### src/rtl/core/wsrx_pkg.sv
// Shared types, codes and constants of the WebSocket receive deframer.
package wsrx_pkg;

  // Widths of the stream and register fields
  localparam int unsigned ByteW   = 8;
  localparam int unsigned LenW    = 24;
  localparam int unsigned EventW  = 3;
  localparam int unsigned KeyW    = 32;
  localparam int unsigned CntW    = 3;
  localparam int unsigned ApbAw   = 3;
  localparam int unsigned ApbDw   = 32;
  localparam int unsigned TdataW  = ByteW + LenW;
  localparam int unsigned TuserW  = 1 + EventW;

  // Register reset values
  localparam logic [LenW-1:0] MaxPayloadRst = 24'd8388608;
  localparam logic [LenW-1:0] RecvBufRst    = 24'd4096;
  localparam logic [LenW-1:0] LenSat        = 24'hFF_FFFF;

  // Register index, taken from paddr bit 2
  localparam logic RegMaxPayload = 1'b0;
  localparam logic RegRecvBuf    = 1'b1;

  // Frame opcodes
  localparam logic [3:0] OpText  = 4'h1;
  localparam logic [3:0] OpClose = 4'h8;
  localparam logic [3:0] OpPing  = 4'h9;

  // Short length codes in the second header byte
  localparam logic [6:0] Len16Code = 7'd126;
  localparam logic [6:0] Len64Code = 7'd127;

  // Extended length and mask key byte counts
  localparam logic [CntW-1:0] Ext16Last = 3'd2;
  localparam logic [CntW-1:0] Ext64Last = 3'd0;
  localparam logic [CntW-1:0] KeyLast   = 3'd4;

  typedef enum logic [2:0] {
    PH_HDR0    = 3'd0,
    PH_HDR1    = 3'd1,
    PH_EXT16   = 3'd2,
    PH_EXT64   = 3'd3,
    PH_MASK    = 3'd4,
    PH_PAYLOAD = 3'd5
  } phase_e;

  typedef enum logic [EventW-1:0] {
    EV_MID       = 3'd0,
    EV_TEXT_DONE = 3'd1,
    EV_FRAG      = 3'd2,
    EV_TOO_LARGE = 3'd3,
    EV_CLOSE     = 3'd4,
    EV_PING      = 3'd5,
    EV_OTHER     = 3'd6,
    EV_LEN_ERR   = 3'd7
  } event_e;

  // One result request
  typedef struct packed {
    logic [ByteW-1:0] data_byte;
    logic             data_valid;
    logic             frame_end;
    event_e           event_res;
    logic [LenW-1:0]  frame_length;
  } res_t;

endpackage

### src/rtl/core/websocket_rx_deframer.sv
// Top level of the WebSocket receive deframer: APB registers, frame parser, output skid.
//
//  channel   dir  handshake               payload
//  s_axis    in   s_axis_tvalid/tready    tdata[7:0] rx_byte
//  m_axis    out  m_axis_tvalid/tready    tdata data_byte, frame_length; tuser; tlast
//  apb       in   psel/penable/pready     paddr[2:0], pwdata, prdata (32 bit)
//
// One byte is parsed per cycle while s_axis_tready is high; the parser state and the output
// register (or the skid slot when the output is stalled) both load at the accepting edge.
// The single skid slot lets the parser keep taking bytes for one result while the
// output is stalled; s_axis_tready drops only when both output slots are full.
// rst_ni clears the parser phase, flags and registers to their reset values at once.
module websocket_rx_deframer
  import wsrx_pkg::*;
(
  input  logic              clk_i,
  input  logic              rst_ni,
  // Slave side; tdata: rx_byte[7:0]
  input  logic              s_axis_tvalid,
  output logic              s_axis_tready,
  input  logic [ByteW-1:0]  s_axis_tdata,
  // Master side; tdata: data_byte[7:0], frame_length[31:8]
  output logic              m_axis_tvalid,
  input  logic              m_axis_tready,
  output logic [TdataW-1:0] m_axis_tdata,
  // tuser: data_valid[0], event_res[3:1]
  output logic [TuserW-1:0] m_axis_tuser,
  // tlast: frame_end
  output logic              m_axis_tlast,
  // Configuration
  input  logic              psel,
  input  logic              penable,
  input  logic              pwrite,
  input  logic [ApbAw-1:0]  paddr,
  input  logic [ApbDw-1:0]  pwdata,
  output logic [ApbDw-1:0]  prdata,
  output logic              pready
);

  logic [LenW-1:0] max_q, rbs_q;
  logic            wr_en;

  phase_e          phase_q, phase_d;
  logic            fin_q, fin_d;
  logic [3:0]      opc_q, opc_d;
  logic            mask_q, mask_d;
  logic [LenW-1:0] len_q, len_d;
  logic            len_hi_q, len_hi_d;
  logic [CntW-1:0] cnt_q, cnt_d;
  logic [KeyW-1:0] key_q, key_d;
  logic [LenW-1:0] idx_q, idx_d;
  logic            closed_q, closed_d;
  logic            halted_q, halted_d;

  logic            accept;
  logic [ByteW-1:0] b;
  logic            len_done, hdr_done, finish;
  logic            fin_valid;
  logic [ByteW-1:0] fin_byte, key_byte, pay_byte;
  logic            last, deliver;
  event_e          end_ev;
  logic            res_valid;
  res_t            res, out_res;

  // APB register access
  assign pready = 1'b1;
  assign wr_en  = psel && penable && pwrite;

  always_ff @(posedge clk_i or negedge rst_ni) begin
    if (!rst_ni) begin
      max_q <= MaxPayloadRst;
      rbs_q <= RecvBufRst;
    end else if (wr_en) begin
      if (paddr[2] == RegMaxPayload) begin
        max_q <= pwdata[LenW-1:0];
      end else begin
        rbs_q <= pwdata[LenW-1:0];
      end
    end
  end

  assign prdata = (paddr[2] == RegRecvBuf) ? {{(ApbDw-LenW){1'b0}}, rbs_q}
                                           : {{(ApbDw-LenW){1'b0}}, max_q};

  assign accept = s_axis_tvalid && s_axis_tready;
  assign b      = s_axis_tdata;

  // Pick the key byte for this payload position
  always_comb begin
    case (idx_q[1:0])
      2'd0:    key_byte = key_q[31:24];
      2'd1:    key_byte = key_q[23:16];
      2'd2:    key_byte = key_q[15:8];
      default: key_byte = key_q[7:0];
    endcase
  end

  assign pay_byte = mask_q ? (b ^ key_byte) : b;
  assign deliver  = (opc_q == OpText) && fin_q && (len_q < rbs_q);

  // Classify the end of the frame
  always_comb begin
    if (opc_q == OpText) begin
      if (!fin_q) begin
        end_ev = EV_FRAG;
      end else if (len_d >= rbs_q) begin
        end_ev = EV_TOO_LARGE;
      end else begin
        end_ev = EV_TEXT_DONE;
      end
    end else if (opc_q == OpClose) begin
      end_ev = EV_CLOSE;
    end else if (opc_q == OpPing) begin
      end_ev = EV_PING;
    end else begin
      end_ev = EV_OTHER;
    end
  end

  // Parse one byte: advance the header fields, unmask payload, build the request
  always_comb begin
    phase_d   = phase_q;
    fin_d     = fin_q;
    opc_d     = opc_q;
    mask_d    = mask_q;
    len_d     = len_q;
    len_hi_d  = len_hi_q;
    cnt_d     = cnt_q;
    key_d     = key_q;
    idx_d     = idx_q;
    closed_d  = closed_q;
    halted_d  = halted_q;
    len_done  = 1'b0;
    hdr_done  = 1'b0;
    finish    = 1'b0;
    fin_valid = 1'b0;
    fin_byte  = '0;
    last      = 1'b0;
    res_valid = 1'b0;
    res       = '0;

    if (accept && !halted_q && !closed_q) begin
      case (phase_q)
        PH_HDR0: begin
          fin_d   = b[7];
          opc_d   = b[3:0];
          phase_d = PH_HDR1;
        end
        PH_HDR1: begin
          mask_d   = b[7];
          key_d    = '0;
          cnt_d    = '0;
          len_hi_d = 1'b0;
          len_d    = '0;
          if (b[6:0] == Len16Code) begin
            phase_d = PH_EXT16;
          end else if (b[6:0] == Len64Code) begin
            phase_d = PH_EXT64;
          end else begin
            len_d    = {{(LenW-7){1'b0}}, b[6:0]};
            len_done = 1'b1;
          end
        end
        PH_EXT16, PH_EXT64: begin
          // bytes pushed past the low 24 bits only matter as nonzero
          len_hi_d = len_hi_q || (len_q[LenW-1:LenW-ByteW] != '0);
          len_d    = {len_q[LenW-ByteW-1:0], b};
          cnt_d    = cnt_q + 3'd1;
          if (cnt_d == ((phase_q == PH_EXT16) ? Ext16Last : Ext64Last)) begin
            len_done = 1'b1;
          end
        end
        PH_MASK: begin
          key_d = {key_q[KeyW-ByteW-1:0], b};
          cnt_d = cnt_q + 3'd1;
          if (cnt_d == KeyLast) begin
            hdr_done = 1'b1;
          end
        end
        PH_PAYLOAD: begin
          idx_d = idx_q + 24'd1;
          last  = idx_d >= len_q;
          if (deliver) begin
            if (last) begin
              finish    = 1'b1;
              fin_valid = 1'b1;
              fin_byte  = pay_byte;
            end else begin
              res_valid        = 1'b1;
              res.data_byte    = pay_byte;
              res.data_valid   = 1'b1;
              res.event_res    = EV_MID;
              res.frame_length = len_q;
            end
          end else if (last) begin
            finish = 1'b1;
          end
        end
        default: begin
          phase_d = PH_HDR0;
        end
      endcase

      // Length complete: go to the mask key or close the header
      if (len_done) begin
        cnt_d = '0;
        if (mask_d) begin
          phase_d = PH_MASK;
        end else begin
          hdr_done = 1'b1;
        end
      end

      // Header complete: check the length, then report a length error and halt, or start or end the payload
      if (hdr_done) begin
        if (len_hi_d || (len_d > max_q)) begin
          res_valid        = 1'b1;
          res.frame_end    = 1'b1;
          res.event_res    = EV_LEN_ERR;
          res.frame_length = len_hi_d ? LenSat : len_d;
          halted_d         = 1'b1;
          phase_d          = PH_HDR0;
        end else begin
          idx_d = '0;
          if (len_d == '0) begin
            finish = 1'b1;
          end else begin
            phase_d = PH_PAYLOAD;
          end
        end
      end

      // Frame end request
      if (finish) begin
        res_valid        = 1'b1;
        res.data_byte    = fin_byte;
        res.data_valid   = fin_valid;
        res.frame_end    = 1'b1;
        res.event_res    = end_ev;
        res.frame_length = len_d;
        phase_d          = PH_HDR0;
        if (opc_q == OpClose) begin
          closed_d = 1'b1;
        end
      end
    end
  end

  // Control state
  always_ff @(posedge clk_i or negedge rst_ni) begin
    if (!rst_ni) begin
      phase_q  <= PH_HDR0;
      fin_q    <= 1'b0;
      opc_q    <= '0;
      mask_q   <= 1'b0;
      len_q    <= '0;
      len_hi_q <= 1'b0;
      cnt_q    <= '0;
      key_q    <= '0;
      idx_q    <= '0;
      closed_q <= 1'b0;
      halted_q <= 1'b0;
    end else begin
      phase_q  <= phase_d;
      fin_q    <= fin_d;
      opc_q    <= opc_d;
      mask_q   <= mask_d;
      len_q    <= len_d;
      len_hi_q <= len_hi_d;
      cnt_q    <= cnt_d;
      key_q    <= key_d;
      idx_q    <= idx_d;
      closed_q <= closed_d;
      halted_q <= halted_d;
    end
  end

  wsrx_out_skid u_out (
    .clk_i       (clk_i),
    .rst_ni      (rst_ni),
    .push_i      (res_valid),
    .push_res_i  (res),
    .ready_o     (s_axis_tready),
    .out_valid_o (m_axis_tvalid),
    .out_res_o   (out_res),
    .out_ready_i (m_axis_tready)
  );

  assign m_axis_tdata = {out_res.frame_length, out_res.data_byte};
  assign m_axis_tuser = {out_res.event_res, out_res.data_valid};
  assign m_axis_tlast = out_res.frame_end;

`ifndef SYNTHESIS
  a_halt_sticky : assert property (@(posedge clk_i) disable iff (!rst_ni)
    halted_q |=> halted_q)
    else $error("halted flag cleared without reset");

  a_payload_len_fits : assert property (@(posedge clk_i) disable iff (!rst_ni)
    (phase_q == PH_PAYLOAD) |-> !len_hi_q)
    else $error("payload phase entered with an oversized length");

  a_data_event : assert property (@(posedge clk_i) disable iff (!rst_ni)
    (res_valid && res.data_valid) |->
      (res.event_res == EV_MID || res.event_res == EV_TEXT_DONE))
    else $error("text byte delivered with a non-text event");

  a_end_matches_event : assert property (@(posedge clk_i) disable iff (!rst_ni)
    res_valid |-> (res.frame_end == (res.event_res != EV_MID)))
    else $error("frame end flag disagrees with event");

  a_idle_when_stopped : assert property (@(posedge clk_i) disable iff (!rst_ni)
    (halted_q || closed_q) |-> !res_valid)
    else $error("result request after the block stopped");
`endif

endmodule

### src/rtl/core/wsrx_out_skid.sv
// Output register with one skid slot for the deframer result stream.
module wsrx_out_skid
  import wsrx_pkg::*;
(
  input  logic clk_i,
  input  logic rst_ni,
  input  logic push_i,
  input  res_t push_res_i,
  output logic ready_o,
  output logic out_valid_o,
  output res_t out_res_o,
  input  logic out_ready_i
);

  logic out_valid_q, out_valid_d;
  logic skid_valid_q, skid_valid_d;
  res_t out_q, out_d;
  res_t skid_q, skid_d;

  // Refill the output stage from the skid slot first, park a request when stalled
  always_comb begin
    out_valid_d  = out_valid_q;
    skid_valid_d = skid_valid_q;
    out_d        = out_q;
    skid_d       = skid_q;
    if (!out_valid_q || out_ready_i) begin
      if (skid_valid_q) begin
        out_valid_d  = 1'b1;
        out_d        = skid_q;
        skid_valid_d = push_i;
        skid_d       = push_res_i;
      end else begin
        out_valid_d = push_i;
        out_d       = push_res_i;
      end
    end else if (push_i) begin
      skid_valid_d = 1'b1;
      skid_d       = push_res_i;
    end
  end

  // Clear valid flags under reset
  always_ff @(posedge clk_i or negedge rst_ni) begin
    if (!rst_ni) begin
      out_valid_q  <= 1'b0;
      skid_valid_q <= 1'b0;
    end else begin
      out_valid_q  <= out_valid_d;
      skid_valid_q <= skid_valid_d;
    end
  end

  // Payload registers
  always_ff @(posedge clk_i) begin
    out_q  <= out_d;
    skid_q <= skid_d;
  end

  assign ready_o     = !skid_valid_q;
  assign out_valid_o = out_valid_q;
  assign out_res_o   = out_q;

`ifndef SYNTHESIS
  a_skid_implies_out : assert property (@(posedge clk_i) disable iff (!rst_ni)
    skid_valid_q |-> out_valid_q)
    else $error("skid slot full while output stage empty");

  a_no_push_when_full : assert property (@(posedge clk_i) disable iff (!rst_ni)
    (skid_valid_q && out_valid_q && !out_ready_i) |-> !push_i)
    else $error("result request pushed into a full skid");
`endif

endmodule
### config.mk
export PLATFORM = sky130hd
export DESIGN_NAME = websocket_rx_deframer
export DESIGN_NICKNAME = d
export VERILOG_FILES = /design/src/rtl/core/wsrx_pkg.sv /design/src/rtl/core/websocket_rx_deframer.sv /design/src/rtl/core/wsrx_out_skid.sv
export SDC_FILE = /design/constraint.sdc
export NUM_CORES = 1
export LEC_CHECK = 0
export BUFFER_PORTS_ARGS = -buffer_cell sky130_fd_sc_hd__buf_2
export CORE_MARGIN = 1.5
export CORE_UTILIZATION = 65
export CTS_CLUSTER_SIZE = 8
export DETAILED_ROUTE_END_ITERATION = 12
export PLACE_DENSITY = 0.86
export SLEW_MARGIN = 20
export SYNTH_ARGS = -nofsm -noshare
export SYNTH_HDL_FRONTEND = slang
export SYNTH_SLANG_ARGS = --single-unit
### constraint.sdc
create_clock -name clk_i -period 22.7 [get_ports clk_i]
set_clock_uncertainty 0.1 [all_clocks]
set_input_delay 1.135 -clock clk_i [delete_from_list [all_inputs] [get_ports clk_i]]
set_output_delay 1.135 -clock clk_i [all_outputs]
set_load 0.005 [all_outputs]
Word-level counts from Yosys, hierarchy flattened
Cells that the tools add are included.
{"block": "totals", "ff_bits": 219, "inputBits": 50, "out_inout_bits": 72}
{"block": "op_classes", "addsub": 2, "order_cmp": 4, "eq_ne": 15, "mux": 80, "bitwise_logic": 2, "reduce_logical": 32}
{"cell": "$mux W24", "n": 10}
{"cell": "$mux W37", "n": 6}
{"cell": "$pmux W32 S2", "n": 1}
{"cell": "$mux W28", "n": 2}
{"cell": "$ge A24 B24 Y1", "n": 2}
{"cell": "$pmux W24 S2", "n": 1}
{"cell": "$mux W8", "n": 4}
{"cell": "$mux W1", "n": 31}
{"cell": "$mux W3", "n": 10}
{"cell": "$mux W9", "n": 3}
{"cell": "$add A24 B1 Y24 const B", "n": 1}
{"cell": "$gt A24 B24 Y1", "n": 1}
{"cell": "$logic_not A24 Y1", "n": 1}
{"cell": "$lt A24 B24 Y1", "n": 1}
{"cell": "$pmux W8 S3", "n": 1}
{"cell": "$eq A7 B7 Y1 const B", "n": 2}
{"cell": "$mux W7", "n": 2}
{"cell": "$reduce_and A2 Y1", "n": 6}
{"cell": "$mux W2", "n": 5}
{"cell": "$eq A3 B3 Y1 const B", "n": 3}
{"cell": "$pmux W3 S3", "n": 1}
{"cell": "$eq A4 B4 Y1 const B", "n": 2}
{"cell": "$reduce_bool A8 Y1", "n": 1}
{"cell": "$xor A8 B8 Y8", "n": 1}
{"cell": "22 further kinds", "n": 37}

Depth between registers and ports, before layout
{"block": "logic_depth", "word_depth": 14, "mapped_depth": 20, "mapped_depth_nobuf": 16}

Hierarchy
A second synthesis with hierarchy kept.
{"block": "hier_totals", "hier_cells": 1204, "hier_area_um2": 12776.0}
{"mod": "websocket_rx_deframer", "n_inst": 1, "cells_each": 1081, "area_per_inst_um2": 9998.3, "seq_area_each_um2": 3580.9}
{"mod": "wsrx_out_skid", "n_inst": 1, "cells_each": 123, "area_per_inst_um2": 2777.7, "seq_area_each_um2": 2272.2}

Worst setup path after synthesis
OpenSTA, ideal clock, no wires.
{"block": "synth_timing", "kind": "register to register", "from": "register idx_q[3]", "to": "register u_out.skid_q[0] (netlist name) (enable)", "setup_time_ps": 483, "t_arrival_ps": 6741, "required_time_ps": 22117, "path_slack_ps": 15377, "stages_incl_launch_ff": 20, "n_path_buf": 3, "period_less_slack_ps": 7323, "cell_sequence": "dfrtp_1 -> clkbuf_1 -> nand4_1 -> or3_1 -> nor3_1 -> and3_1 -> clkbuf_1 -> and3_1 -> nand3_1 -> xnor2_1 -> ha_1 -> o21ai_0 -> a21oi_1 -> a221oi_1 -> inv_1 -> a211oi_2 -> clkbuf_1 -> nand2_1 -> a21o_1 -> o21ai_0"}
{"block": "synth_via", "elab_chain_len": 12, "elab_cells_between_ends": 17, "cone_classes": "add/sub: 1; order compare: 1; mux: 13; reduce/logical: 2"}
{"item": "start, declared", "line": "websocket_rx_deframer.sv:51", "rtl": "logic [LenW-1:0] idx_q, idx_d;"}
{"item": "start signal, assigned", "line": "websocket_rx_deframer.sv:272", "rtl": "idx_q <= idx_d;"}
{"item": "$add A24 B1 Y24 *", "line": "websocket_rx_deframer.sv:181", "rtl": "idx_d = idx_q + 24'd1;"}
{"item": "$ge A24 B24 Y1 *", "line": "websocket_rx_deframer.sv:182", "rtl": "last = idx_d >= len_q;"}
{"item": "$mux W1", "line": "websocket_rx_deframer.sv:184, websocket_rx_deframer.sv:195"}
{"item": "$mux W1", "line": "websocket_rx_deframer.sv:143", "rtl": "case (phase_q)"}
{"item": "$mux W1", "line": "websocket_rx_deframer.sv:225", "rtl": "if (len_d == '0) begin"}
{"item": "$mux W1", "line": "websocket_rx_deframer.sv:216", "rtl": "if (len_hi_d || (len_d > max_q)) begin"}
{"item": "$mux W1", "line": "websocket_rx_deframer.sv:215", "rtl": "if (hdr_done) begin"}
{"item": "$mux W1", "line": "websocket_rx_deframer.sv:142", "rtl": "if (accept && !halted_q && !closed_q) begin"}
{"item": "$mux W1 *", "line": "websocket_rx_deframer.sv:234", "rtl": "if (finish) begin"}
{"item": "$mux W1 *", "line": "websocket_rx_deframer.sv:142"}
{"item": "$reduce_bool A2 Y1 (no line) *"}
{"item": "$reduce_and A2 Y1 (no line) *"}
{"item": "end signal, assigned", "line": "wsrx_out_skid.sv:56", "rtl": "skid_q <= skid_d;"}
{"item": "end, declared", "line": "wsrx_out_skid.sv:18", "rtl": "res_t skid_q, skid_d;"}
Mark *: on every way between the ends. The rest lies on a longest branch, timed or not. The select of a mux whose other input is x is not followed.
A chain may end at the register's enable or synchronous reset.

Worst setup path after layout
{"block": "layout_timing", "from": "register idx_q[0]", "to": "register u_out.skid_q[17] (netlist name) (enable)"}
The elaborated chain is that of the path after synthesis.

==> results.json <==
{
  "final_util_pct": 75.0,
  "io_buffers": 102,
  "worst_hold_path_type": "reg2reg",
  "dr_total_vias": 10118,
  "cp_slowest_cell": "o221a_2",
  "floorplan.initialDensity_pct": 67.0,
  "crit_path_start_kind": "flop",
  "finalSetupViolCount": 0,
  "r2r_slack_ps": 16510,
  "hp-start": "max_q[5]",
  "cts_tree": "yes",
  "yosysMostFrequentCell": "dfrtp_1",
  "grt_max_degree": 78,
  "outcome": "complete, no violations",
  "worstPathArrival_ps": 6380,
  "synth_common_cells": "143 x dfrtp_1, 115 x nand2_1, 103 x inv_1",
  "cts_setup_buffers": 0,
  "rsz0062_at_grt": "no",
  "grt_use_total_pct": 32.3,
  "coreArea_um2": 18900,
  "critPathMaxFanout": 27,
  "drt_iter0_markers": 1153,
  "cp.required_ps": 22890,
  "area_growth_syn_to_layout_pct": 12.0,
  "synth_area_leaders": "dfrtp_1 28%, edfxtp_1 18%, ha_1 10%",
  "end_kind": "flop",
  "post-dp-hpwl_um": 22600,
  "seqPwrFrac_pct": 37.2,
  "cts_resized": 0,
  "dieArea_um2": 20300,
  "vdd_ir_drop_max_v": 0.0000734,
  "clkTransAtPathRegs_ps": 50,
  "diodes": 0,
  "nNetsFinal": 1446,
  "cts_buffers": 31,
  "tns_ps": 0,
  "antenna_left": 0,
  "synthCells": 1213,
  "finalHoldViolCount": 0,
  "critPathKind": "reg2reg",
  "cts_buffer_depth": 3,
  "htreeDepth": 1,
  "p_clk_share_pct": 24.8,
  "synth_area_per_cell_um2": 10.4,
  "ys_warn_count": 0,
  "p_comb_share_pct": 37.9,
  "yosys_register_bits": 219,
  "grt_pass1_vias": 9959,
  "holdPathStages": 1,
  "period_minus_slack_ps": 6190,
  "die_w_um": 143,
  "drive_gt1_share_pct": 18.3,
  "path_cells": "ha_1, nand2_1, nor3_1, and3_1, and3_1, nand3_1, xnor2_1, ha_1, o21ai_0, a21oi_1, a221oi_1, inv_1, a211oi_2, buf_4, o221a_2, a21o_1, o21ai_4, buf_16",
  "antenna_found_initial": 0,
  "switchingPower_uw": 651,
  "grt_overflow": 0,
  "synth_cell_type_count": 71,
  "fmax_ghz": 0.162,
  "clk_latency_ps": 540,
  "powerDensity_nw_per_um2": 115,
  "synth_area_um2": 12700,
  "synthFlopType": "dfrtp_1",
  "ios": 122,
  "viasPerCell": 6.44,
  "ys_seq_area_share_pct": 46.2,
  "tightestPinTransition_ps": 925,
  "yosys.area.top_type": "dfrtp_1",
  "cell_internal_pwr_uw": 986,
  "dp.cells": 1521,
  "wl_per_cell_um": 20.2,
  "r2r_start": "idx_q[0]",
  "grt_pass1_wl_um": 51600,
  "min_to": "max_q[5]",
  "cap_violations": 0,
  "die_y_um": 143,
  "async_flop_share_pct": 66.2,
  "synth-edff-count": 74,
  "p_sw_share_pct": 39.8,
  "slowest_delay_ps": 780,
  "reg2reg_to": "u_out.skid_q[17]",
  "num_rows": 50,
  "dpl_cell_area_um2": 13300,
  "worst_r2r_path_depth": 18,
  "cts.sinks": 219,
  "ctsHoldBuffers": 0,
  "post-route-period-util_pct": 27.3,
  "first_pass_iters": 8,
  "drc": 0,
  "final_cell_count_no_fill": 1570,
  "drv_slew": 0,
  "wl_um": 31700,
  "final_area_um2": 14200,
  "leakage_uw": 0.00688,
  "gp_congestion": 0.994,
  "yosysTopAreaCellShare_pct": 28.3,
  "root_buffer": "clkbuf_16",
  "max_slew_margin_pct": 37.7
}
==> registers in the layout, summed over array words and instances, names as in the netlist <==
name and count:
fin_q 1, mask_q 1, u_out.out_valid_o 1, idx_q 24, u_out.out_res_o 37, max_q 24
phase_q 3, closed_q 1, len_q 24, rbs_q 24, len_hi_q 1, key_q 32
u_out.skid_valid_q 1, opc_q 4, u_out.skid_q 37, cnt_q 3, halted_q 1
==> metal layers <==
layer	wire length [µm]	up-vias	global-route usage [%]
met5	0	-	0
met4	1030	0	11.4
met3	3390	114	7.64
met2	14500	592	51.2
met1	12800	4781	43.6
li1	-	4631	-
==> cell usage in the layout (no fill, tap or decap), types with 31 or more instances in the layout <==
cell type | netlist | routed
dfrtp_1 | 143 | 143
inv_1 | 103 | 103
a21o_1 | 51 | 51
mux2_2 | 55 | 55
clkbuf_16 | 0 | 31
ha_1 | 101 | 101
edfxtp_1 | 74 | 74
buf_2 | 3 | 101
nand2_1 | 115 | 115
a22o_1 | 46 | 46
a21oi_1 | 38 | 38
nor2_1 | 38 | 37
o21ai_0 | 98 | 97
nand3_1 | 39 | 38
==> metrics by stage <==
step / power, µW / hold slack, ps / setup WS [ps]
floorplan: 1010 / 342 / 15380
global placement: 1170 / 382 / 16730
detailed placement: 1200 / 381 / 16600
CTS: 1610 / 401 / 16580
global route: 1730 / 416 / 16100
finish: 1640 / 402 / 16510
==> power by group through the flow <==
| stage | Sequential (µW) | Combinational [µW] | Clock [µW] |
|---|---|---|---|
| 3_3_place_gp | 601 | 571 | 0 |
| 4_1_cts | 601 | 604 | 409 |
| 6_report | 610 | 621 | 407 |
| 5_1_grt | 616 | 690 | 427 |
| 3_5_place_dp | 605 | 597 | 0 |
| 2_1_floorplan | 561 | 444 | 0 |
==> final cells by class <==
cell class / instances / area, µm²
Timing Repair Buffer: 115 / 634
Inverter: 103 / 387
Tap cell: 260 / 325
Clock inverter: 1 / 7.51
Multi-Input combinational cell: 825 / 6130
Clock buffer: 47 / 836
Fill cell: 1300 / 4720
Sequential cell: 219 / 5850
==> logic make-up (layout without fill, tap and decap cells) <==
logic type	Yosys count	after routing	share of synthesized area [%]
xor gates and xnor gates	33	33	2.28
and+or+nand+nor	277	277	10.5
buffers and inverters	176	266	5.82
adders and majority gates	101	101	9.98
muxes	58	58	5.23
DFF	219	219	46.2
AOI/OAI and AO/OA	347	347	19.9
other	2	9	0.0593
==> critical path, delay by kind of cell, from the launching register on <==
family	cells	cell delay (ps)
AOI/OAI and AO/OA	7	2060
xor gates and xnor gates	1	210
and+or+nand+nor	5	1430
adders and majority gates	2	960
buffers and inverters	3	690
DFF	1	490
==> worst max path at each step <==
stage / startpoint / endpoint / depth (start not counted)
after floorplan: idx_q[3] / u_out.skid_q[0] / 19
final: idx_q[0] / u_out.skid_q[17] / 18
after CTS: idx_q[0] / u_out.skid_q[8] / 17
after global routing: idx_q[0] / u_out.skid_q[18] / 18
after detailed placement: idx_q[0] / u_out.skid_q[16] / 17
after global placement: idx_q[0] / u_out.skid_q[14] / 17
No activity file was read; power rests on OpenSTA's default activity.
